--- src/rtl/core/hmm_forward_step_unit_macros.svh ---
// ----------------------------------------------------------------------------
// hmm_forward_step_unit_macros: assertion helpers of the forward step unit
// Clocked implication checks shared by the RTL, quiet during reset.
// ----------------------------------------------------------------------------
`ifndef HMM_FORWARD_STEP_UNIT_MACROS_SVH
`define HMM_FORWARD_STEP_UNIT_MACROS_SVH

// Implication in the same cycle, sampled on clk, quiet during reset.
`define HFS_ASSERT_NOW(lbl, ante, cons, msg) \
    lbl: assert property (@(posedge clk) disable iff (!rst_n) (ante) |-> (cons)) \
        else $error(msg);

// Implication into the following cycle.
`define HFS_ASSERT_NEXT(lbl, ante, cons, msg) \
    lbl: assert property (@(posedge clk) disable iff (!rst_n) (ante) |=> (cons)) \
        else $error(msg);

`endif

--- src/rtl/core/hfs_ram.sv ---
// ----------------------------------------------------------------------------
// hfs_ram: generic single-write, single-read RAM
// One write port, one read port with registered read data.
// ----------------------------------------------------------------------------
module hfs_ram #(
    parameter int WIDTH = 32,
    parameter int DEPTH = 64
) (
    input  logic                     clk,
    input  logic                     we,
    input  logic [$clog2(DEPTH)-1:0] waddr,
    input  logic [WIDTH-1:0]         wdata,
    input  logic [$clog2(DEPTH)-1:0] raddr,
    output logic [WIDTH-1:0]         rdata
);

    logic [WIDTH-1:0] mem [DEPTH];

    always_ff @(posedge clk)
    begin
        if (we)
        begin
            mem[waddr] <= wdata;
        end
        rdata <= mem[raddr];
    end

endmodule

--- config.mk ---
export PLATFORM = sky130hd
export DESIGN_NAME = hfs_ram
export DESIGN_NICKNAME = d
export VERILOG_FILES = /design/src/rtl/core/hmm_forward_step_unit_macros.svh /design/src/rtl/core/hfs_ram.sv
export SDC_FILE = /design/constraint.sdc
export NUM_CORES = 2
export LEC_CHECK = 0
export BUFFER_PORTS_ARGS = -buffer_cell sky130_fd_sc_hd__buf_2
export CORE_UTILIZATION = 50
export CTS_BUF_LIST = sky130_fd_sc_hd__clkbuf_4
export CTS_CLUSTER_SIZE = 30
export DETAILED_ROUTE_END_ITERATION = 10
export PLACE_DENSITY = 0.65
export SLEW_MARGIN = 10
export SYNTH_ARGS = -nofsm -noshare
export SYNTH_HDL_FRONTEND = slang
export SYNTH_SLANG_ARGS = --single-unit
--- constraint.sdc ---
create_clock -name clk -period 4.4 [get_ports clk]
set_clock_uncertainty 0.15 [all_clocks]
set_input_delay 0.66 -clock clk [delete_from_list [all_inputs] [get_ports clk]]
set_output_delay 0.66 -clock clk [all_outputs]
set_load 0.005 [all_outputs]
==> flow_summary.json <==
{
  "min_path_type": "input port to flop",
  "r2r_start": "mem[31][24]",
  "ys.warnings.count": 0,
  "nFillCells": 11520,
  "nets": 4042,
  "start_kind": "input port",
  "combPwrFrac_pct": 5.1,
  "post_cts.repair.setup_buffers": 0,
  "final_core_util_pct": 57.51,
  "gp_congestion": 0.7825,
  "critPathArrivalTime_ns": 3.46,
  "grt_setup_unrepaired": "false",
  "slew_headroom_pct": 18.86,
  "hold_viol": 0,
  "grt_max_degree": 76,
  "netlist_top_cells_area": "edfxtp_1, mux4_2, mux2i_1",
  "clock-sinks": 2080,
  "antenna_found_initial": 17,
  "syn-cell-area_sq_um": 78520,
  "design.core.area_sq_um": 156000,
  "grt_pass1_vias": 40230,
  "startpoint": "waddr[1]",
  "seq_area_frac_synth_pct": 79.14,
  "period_minus_slack_ns": 2.830,
  "boundaryPins": 78,
  "reg2reg_depth": 4,
  "rows": 145,
  "fin_ws_ns": 1.570,
  "drt_wl_total_um": 197500,
  "switching_power_mw": 8.638,
  "setup.worst_path.end": "mem[11][19]",
  "yosys_register_bits": 2080,
  "p_total_mw": 39.88,
  "synth_nets": 3370,
  "area_delta_synth_final_pct": 14.29,
  "synth_top_flop_cell": "edfxtp_1",
  "ant_nets": 0,
  "final-setup-viol-count": 0,
  "synth_commonest_cells": "edfxtp_1, mux4_2, nor2_1",
  "maxSlewViolCount": 0,
  "post_cts_resized": 0,
  "clock.fmax_ghz": 0.3533,
  "synth-edff-count": 2048,
  "worst_path_max_delay_cell": "dlygate4sd3_1",
  "start_util_pct": 50.32,
  "required_ns": 5.03,
  "crit_chain": "dlygate4sd3_1 > buf_2 > nor2b_1 > nand3_1 > nor2_4 > buf_4",
  "switching_share_pct": 21.66,
  "cts_tree": "yes",
  "dieArea_sq_um": 158600,
  "timing.rr.end": "rdata[24]",
  "die_y_um": 398.3,
  "min_period_over_period_pct": 64.32,
  "drtIter0Drc": 4512,
  "worstMarginPinSlew_ns": 1.217,
  "seqCellArea_sq_um": 62140,
  "p_seq_share_pct": 55.3,
  "vias": 39050,
  "status": "finished clean",
  "path_clk_slew_ns": 0.06,
  "power_density_nw_per_um2": 444.4,
  "cts_buffer_depth": 4,
  "postSynthAreaPerCell_sq_um": 23.62,
  "finalSetupTns_ns": 0,
  "reg2reg_setup_slack_ns": 1.94,
  "synth.most_common_cell": "edfxtp_1",
  "cap_violations": 0,
  "dr.pass1.iters": 5,
  "multiInputGateArea_sq_um": 15970,
  "clkPwrFrac_pct": 39.7,
  "drc": 0,
  "clkLatencyLatePin_ns": 1.24,
  "via_per_inst": 6.110,
  "clockRootBuffer": "clkbuf_4",
  "avgRoutedWirePerCell_um": 30.91,
  "p_leak_nw": 28.81,
  "synth_cells": 3324,
  "htreeDepth": 6,
  "drive_above_1_share_pct": 38.93,
  "slowest_delay_ns": 0.67,
  "pre_cts_slack_ns": 0.3741,
  "dieWidth_um": 398.3,
  "grt_pass1_wl_um": 281700,
  "ys_types": 34,
  "vdd_drop_max_v": 0.0002647,
  "dp_hpwl_um": 107700,
  "synth.largest_area_cell": "edfxtp_1",
  "cts-hold-fix-buffers": 41,
  "ys_async_sr_fraction_pct": 0,
  "cp-end-kind": "flop",
  "overflow": 0,
  "yosysTopAreaCellShare_pct": 78.33,
  "portBuffers": 77,
  "intPower_mw": 31.24,
  "path_class": "input port to flop",
  "worst-path-max-fanout": 32,
  "grtUsageTotal_pct": 25.33,
  "cts_made_buffers": 544
}
[sequential cells by signal, summed over array words and instances, names as in the netlist]
signal and flops:
mem 2048, rdata 32
[worst max-delay path, delay by kind of cell]
family                 cells  cell delay (ns)
and+or+nand+nor            3             1.14
buffers and inverters      3             1.57
[per-layer routing]
| metal | wire length, um | part of all wire, % | vias up | GRT usage [%] |
|---|---|---|---|---|
| li1 | - | - | 15960 | - |
| met1 | 79480 | 40 | 20800 | 35.61 |
| met2 | 94970 | 48 | 2017 | 39.11 |
| met3 | 18540 | 9.4 | 266 | 6.198 |
| met4 | 4489 | 2.3 | 8 | 8.710 |
| met5 | 55 | 0.028 | - | 0 |
[layout make-up]
class | count | share of cell area, %
Multi-Input combinational cell | 1062 | 17.79
Clock inverter | 103 | 0.7041
Antenna cell | 10 | 0.02789
Sequential cell | 2080 | 69.25
Clock buffer | 770 | 6.442
Timing Repair Buffer | 308 | 2.916
Tap cell | 2058 | 2.869
[worst min-delay path by stage]
stage,from,to,slack (ns),cells past startpoint
2_1_floorplan,mem[12][17],rdata[17],0.51,4
6_report,raddr[2],rdata[31],0.22,4
3_5_place_dp,mem[12][8],rdata[8],0.61,4
4_1_cts,wdata[19],mem[24][19],0.003,1
3_3_place_gp,mem[28][20],rdata[20],0.63,4
5_1_grt,raddr[2],rdata[31],0.11,4
[power groups by stage]
| stage | sequential, mW | combinational, mW | clock (mW) |
|---|---|---|---|
| after global routing | 22.0 | 2.14 | 17.2 |
| after global placement | 22.5 | 1.97 | 0 |
| after floorplan | 22.4 | 1.07 | 0 |
| after detailed placement | 22.5 | 2.00 | 0 |
| final | 22.0 | 2.02 | 15.8 |
| after CTS | 22.0 | 2.03 | 16.2 |
[logic make-up after synthesis]
logic type / Yosys count / synth area share, %
AO/OA/AOI/OAI: 202 / 1.673
buffers and inverters: 182 / 1.128
flip-flops: 2080 / 79.14
multiplexers: 637 / 16.79
AND/OR/NAND/NOR: 223 / 1.265
[layout by cell type (no fill, tap or decap), drive strengths merged, types with 21 or more instances in the layout]
cell and count:
a21oi 62, buf 265, clkbuf 770, clkinv 72, dfxtp 32, dlygate4sd3 43, edfxtp 2048, inv 21
mux2i 93, mux4 544, nand2 26, nor2 137, o221ai 27, o22ai 84
[metrics by stage]
step,cell area (sq um),hold WS [ns],std cells
after CTS,89650,0.002859,6377
after detailed placement,82830,0.6093,5463
final,89740,0.2235,6391
after floorplan,78520,0.5132,3324
after global placement,82830,0.6251,5463
after global routing,89730,0.1088,6387
No activity file was read; power rests on OpenSTA's default activity.
