<file path="src/rtl/core/hmm_forward_step_unit_macros.svh">
// ----------------------------------------------------------------------------
// hmm_forward_step_unit_macros: assertion helpers of the forward step unit
// Clocked implication checks shared by the RTL, quiet during reset.
// ----------------------------------------------------------------------------
`ifndef HMM_FORWARD_STEP_UNIT_MACROS_SVH
`define HMM_FORWARD_STEP_UNIT_MACROS_SVH

// Implication in the same cycle, sampled on clk, quiet during reset.
`define HFS_ASSERT_NOW(lbl, ante, cons, msg) \
    lbl: assert property (@(posedge clk) disable iff (!rst_n) (ante) |-> (cons)) \
        else $error(msg);

// Implication into the following cycle.
`define HFS_ASSERT_NEXT(lbl, ante, cons, msg) \
    lbl: assert property (@(posedge clk) disable iff (!rst_n) (ante) |=> (cons)) \
        else $error(msg);

`endif

</file>
<file path="src/rtl/core/hfs_pkg.sv">
// ----------------------------------------------------------------------------
// hfs_pkg: shared types and constants of the HMM forward step unit
// Default sizes, Q1.31 one, action codes, sequencer states, cell control.
// ----------------------------------------------------------------------------
package hfs_pkg;

    localparam int STATES_MAX_DEF  = 64;
    localparam int SYMBOLS_MAX_DEF = 64;

    // 1.0 in unsigned Q1.31
    localparam logic [31:0] ONE_Q31 = 32'h8000_0000;

    // action codes of an input beat
    localparam logic [1:0] ACT_LOAD_INIT  = 2'd0;
    localparam logic [1:0] ACT_LOAD_TRANS = 2'd1;
    localparam logic [1:0] ACT_LOAD_EMIS  = 2'd2;
    localparam logic [1:0] ACT_OBSERVE    = 2'd3;

    // sequencer states, one-hot
    typedef enum logic [7:0] {
        ST_IDLE  = 8'b0000_0001,
        ST_SWEEP = 8'b0000_0010,
        ST_DRAIN = 8'b0000_0100,
        ST_MULT  = 8'b0000_1000,
        ST_STORE = 8'b0001_0000,
        ST_NORM  = 8'b0010_0000,
        ST_NWAIT = 8'b0100_0000,
        ST_DONE  = 8'b1000_0000
    } fsm_t;

    // shift strobes for the alpha cell chain
    typedef struct packed {
        logic shift_now;
        logic shift_next;
    } cell_ctrl_t;

endpackage

</file>
<file path="src/rtl/core/hfs_cell.sv">
// ----------------------------------------------------------------------------
// hfs_cell: one alpha cell of the state chain
// Holds the current and the next alpha of one state; shifts toward the head.
// ----------------------------------------------------------------------------
module hfs_cell
    import hfs_pkg::*;
(
    input  logic        clk,
    input  logic        rst_n,
    input  cell_ctrl_t  ctrl,
    input  logic [31:0] now_in,
    input  logic [31:0] next_in,
    output logic [31:0] now_out,
    output logic [31:0] next_out
);

    logic [31:0] now_reg;
    logic [31:0] next_reg;

    // both alpha words reset to zero
    always_ff @(posedge clk or negedge rst_n)
    begin
        if (!rst_n)
        begin
            now_reg  <= '0;
            next_reg <= '0;
        end
        else
        begin
            if (ctrl.shift_now)
            begin
                now_reg <= now_in;
            end
            if (ctrl.shift_next)
            begin
                next_reg <= next_in;
            end
        end
    end

    assign now_out  = now_reg;
    assign next_out = next_reg;

endmodule

</file>
<file path="config.mk">
export PLATFORM = sky130hd
export DESIGN_NAME = hfs_cell
export DESIGN_NICKNAME = d
export VERILOG_FILES = /design/src/rtl/core/hmm_forward_step_unit_macros.svh /design/src/rtl/core/hfs_pkg.sv /design/src/rtl/core/hfs_cell.sv
export SDC_FILE = /design/constraint.sdc
export NUM_CORES = 1
export LEC_CHECK = 0
export BUFFER_PORTS_ARGS = -buffer_cell sky130_fd_sc_hd__clkbuf_2
export CAP_MARGIN = 20
export CORE_MARGIN = 10
export CORE_UTILIZATION = 46
export CTS_CLUSTER_SIZE = 28
export DETAILED_ROUTE_END_ITERATION = 10
export GPL_TIMING_DRIVEN = 0
export PLACE_DENSITY = 0.8
export SLEW_MARGIN = 15
export SYNTH_ARGS = -nofsm -noshare
export SYNTH_HDL_FRONTEND = slang
export SYNTH_SLANG_ARGS = --single-unit
</file>
<file path="constraint.sdc">
create_clock -name clk -period 1.18 [get_ports clk]
set_clock_uncertainty 0.2 [all_clocks]
set_input_delay 0.118 -clock clk [delete_from_list [all_inputs] [get_ports clk]]
set_output_delay 0.118 -clock clk [all_outputs]
set_load 0.1 [all_outputs]
</file>
==> results.md, run 1 <==
* Outcome: aborted with a tool error
* Failing step: 4_1_cts
* Error: [ERROR DPL-0038] Utilization greater than 100%, impossible to legalize
* Commonest cells post-synth: dfrtp_1 (64), mux2_4 (60), buf_12 (6)
* Compound-gate portion of the synthesized area at 0%
* Initial Util at between 40 and 50%
* Seq/Total Area, Yosys at between 50% and 60%
* Post-Place Cell Area at roughly 3700 sq um
* Avg Inst Size Synth at about 20 sq um
* Post-Synth XOR/XNOR Area at 0%
* Root buffer cell: clkbuf_8
* Largest area contributor in the netlist: dfrtp_1
* EDFF count, synth at 0
* Synth async-reset ratio at 100%
* Maximum clock path buffer count at 2
* Die Span X at 96.5 um
* Synth Cell Area at 2690 sq um
* Die Ht at 96.5 um
* Ports at 132
* Core Rows at 27
* Yosys top cell area share at between 50 and 60%
* Post-Synth Adder-Cell Area at 0%
* Placed cell count at between 300 and 400
* Mux share of post-synthesis cell area at 35.2%
* CTS buffer count at 9
* Synth Warn # at 0
* DPL Wire Length at approximately 5300 um
* Largest family of logic cells by synthesized area: multiplexers
* Unique masters post-synth at 5
* Synthesized Nets at ~200
* Synth Register Bits at 64
* # port buffers at roughly 130
* # H-tree levels at 3
* CTS sink count at 64
* Top cells by area, synth: dfrtp_1 (60%), mux2_4 (33%), buf_12 (4.5%)
* Top-count cell post-synth: dfrtp_1
* Post-Synth Simple-Gate Area at 0%
* Mapped Cells at approximately 140
* CTS resizes at about 200
* RePlAce Congestion at around 0.73
* Hold-fix buffer count after cts at 67
* Post CTS Setup Buffer Count at 9
* Synth Flop Type: dfrtp_1
## through the flow
stage	hold slack (ns)	setup WS, ns	TNS, ns
floorplan	-0.378	-0.0619	-2.99
global placement	0.149	-0.758	-48.26
detailed placement	-0.117	0.00707	0
## kinds of logic after synthesis
| kind of cell | count (synthesis) |
|---|---|
| flops | 64 |
| mux | 64 |
| buf+inv | 8 |
==> inputs of run 2 (changes only) <==
- CORE_UTILIZATION: 46 -> 40
- CTS_CLUSTER_SIZE: 28 -> default
- PLACE_DENSITY: 0.8 -> default
- PLACE_DENSITY_LB_ADDON: default -> 0.15
==> run 2 against run 1 <==
The flow now finishes, with violations (negative setup slack). Synthesized area unchanged. Synthesized cell count unchanged.
==> results.md, run 2 <==
* Unique masters post-synth at 5
* Clock slew at reported path FFs at 0.07 ns
* Initial Util at 41.7%
* LEAKAGE at about 2.8 nW
* Antenna violations before repair at 0
* Worst Setup End Kind: output port
* Fin. Hold Viols at 0
* DRT Pass-1 Iters at 4
* Die Ht at between 100 and 150 um
* RePlAce Congestion at ~0.72
* Post-DRT Antenna Nets at 0
* EDFF count, synth at 0
* Slowest-stage cell, CP: dfrtp_4
* Post-DR vias/cell at about 5
* Mapped Cells at 136
* Worst Hold Class: input port to flip-flop
* Global route hottest layer: met2
* Layout area overhead at 124%
* CTS tree: done
* All-layer global routing usage at between 10% and 20%
* Via count at 2,151
* Number of diodes at 0
* Core Rows at 29
* Die Span X at around 100 um
* CTS sink count at 64
* # port buffers at between 100 and 150
* Top-count cell post-synth: dfrtp_1
* Ports at approximately 130
* Avg Inst Size Synth at a little under 20 sq um
* Worst Tran Pin Value at about 0.27 ns
* Int Power at 5.25 mW
* CTS buffer count at 9
* Global-route wire length before repair at 15,200 um
* Largest area contributor in the netlist: dfrtp_1
* Final max-slew violation count at 0
* Outcome: finished, violations left
* Max Cap Violations at 0
* Setup CP Type: flip-flop to output port
* Fmax at between 0.7 and 0.8 GHz
* Synth async-reset ratio at 100%
* DPL Wire Length at between 5000 and 6000 um
* Core area at between 6000 and 7000 sq um
* Min Clock Period, post-route at about 1.4 ns
* Skew-Pair Late Insertion Delay at 0.34 ns
* Met1 Use GR at a little over a fifth
* Top cells by area, synth: dfrtp_1 (60%), mux2_4 (33%), buf_12 (4.5%)
* Switching Share at 38.5%
* Largest net degree at the start of global routing at 54
* Fraction of layout cells with a size suffix above 1 at between 80 and 90%
* GR Util met2 at 33.4%
* Fillers at 189
* Startpoint types: flip-flop
* Detailed Route WL at 12,100 um
* RSZ-0062 raised after global routing: true
* Yosys top cell area share at roughly 60%
* Pwr per Cell Area at ~1400 nW/um^2
* Family with the most delay on the worst path: flip-flops
* Flop pwr share at around a third
* Worst hold start: ctrl[1]
* Crit-path max FO at 2
* Initial DRC Count at 40
* Die Area at 10,400 sq um
* Root buffer cell: clkbuf_8
* Synth Register Bits at between 60 and 70
* Fin crit share at 117%
* Util after Layout at between 90% and 100%
* Crit path from: now_out[30]
* Synth Cell Area at 2690 sq um
* Nets at ~430
* Crit path DAT at between 1 and 1.5 ns
* Design Power at 8.53 mW
* Failing checks: negative setup slack
* Crit-path cells: clkbuf_16
* Post-route setup slack at -0.200 ns
* CP Data Required Time at between 0.8 and 0.9 ns
* Post-route cell area at around 6000 sq um
* Per-cell routed wire length at between 20 and 30 um
* Grt ovf at 0
* Synth Flop Type: dfrtp_1
* Synth Warn # at 0
* Post-route DRC at 0
* Commonest cells after routing, fill and taps aside: dlygate4sd3_1 (67), clkbuf_2 (64), clkbuf_16 (64)
* Commonest non-fill, non-tap cell in the layout: dlygate4sd3_1
* Post-Place Cell Area at between 3000 and 4000 sq um
* Final setup fails at ~80
* Number of global-route vias before repair at ~2,500
* WP buf/inv at 1
* WHS at a little over 0.02 ns
* Maximum clock path buffer count at 2
* Commonest cells post-synth: dfrtp_1 (64), mux2_4 (60), buf_12 (6)
* Met3 Resource Use GR at 7.29%
* # H-tree levels at 3
* Seq/Total Area, Yosys at 59.5%
* Rel. slew slack at between 80% and 90%
* CP max stage delay at ~0.5 ns
* Max VDD drop at a little under 1 mV
* Synthesized Nets at about 200
* Power share of the combinational group at 44.8%
* Clk pwr share at between 20 and 25%
* Reg2reg start: now_out[24]
* P_sw at ~3.3 mW
-- run 2: cell counts after synthesis --
No cell type changed its count.
-- run 2: what timing repair did --
item,in CTS,in global routing
resized for setup,193,16
setup buffers,4,15
hold buffers,67,1
endpoints found under the setup margin,64,68
hold endpoints to repair,128,2
-- run 2: area by class of cell --
cell class / count / area (sq um) / area share [%]
buffer: 8 / 143 / 2.37
clock inverter: 4 / 45.0 / 0.748
clock buffer: 11 / 141 / 2.35
multi-input combinational: 64 / 946 / 15.7
tap: 77 / 96.3 / 1.60
timing repair buffer: 214 / 2820 / 46.7
sequential: 64 / 1840 / 30.5
-- run 2: worst register-to-register path: cells and delay by family (launching register included) --
family,cells,cell delay (ns)
flip-flops,1,0.50
buffers and inverters,1,0.13
multiplexers,1,0.27
-- run 2: path summary, 6_finish.rpt --
path	depth (start not counted)	end	slack (ns)
worst min-delay path	3	now_out[13]	0.02
worst max-delay path	1	now_out[30]	-0.20
max in group asynchronous	3	now_out[9]	0.18
worst max register to register	2	now_out[24]	-0.03
min in group asynchronous	2	now_out[30]	0.03
worst min register to register	1	next_out[30]	0.39
-- run 2: layer usage --
metal | share of wire [%] | vias to the layer above
met2 | 57 | 107
met3 | 7.2 | 10
met4 | 0.72 | 0
li1 | - | 920
met5 | 0 | -
met1 | 35 | 1114
-- run 2: metrics by stage --
step / setup TNS [ns] / instances / setup slack [ns]
finish: -11.90 / 442 / -0.200
global route: -13.61 / 442 / -0.221
CTS: -10.93 / 429 / -0.183
floorplan: -2.99 / 136 / -0.0619
detailed placement: 0 / 343 / 0.00769
global placement: -53.78 / 342 / -0.846
-- run 2: kinds of logic (layout without fill, tap and decap cells) --
group | Yosys count | in the layout | share of synthesized area (%)
flip-flops | 64 | 64 | 59.5
multiplexers | 64 | 64 | 35.2
buffers and inverters | 8 | 237 | 5.30
-- run 2: power by group through the flow --
| stage | logic (mW) | registers (mW) | clock network, mW |
|---|---|---|---|
| after floorplan | 0.450 | 4.37 | 0 |
| after global placement | 2.55 | 2.71 | 0 |
| after detailed placement | 2.58 | 2.72 | 0 |
| after CTS | 3.63 | 2.78 | 1.88 |
| after global routing | 3.91 | 2.85 | 2.00 |
| final | 3.83 | 2.83 | 1.88 |
Power figures use the tool's default switching activity.
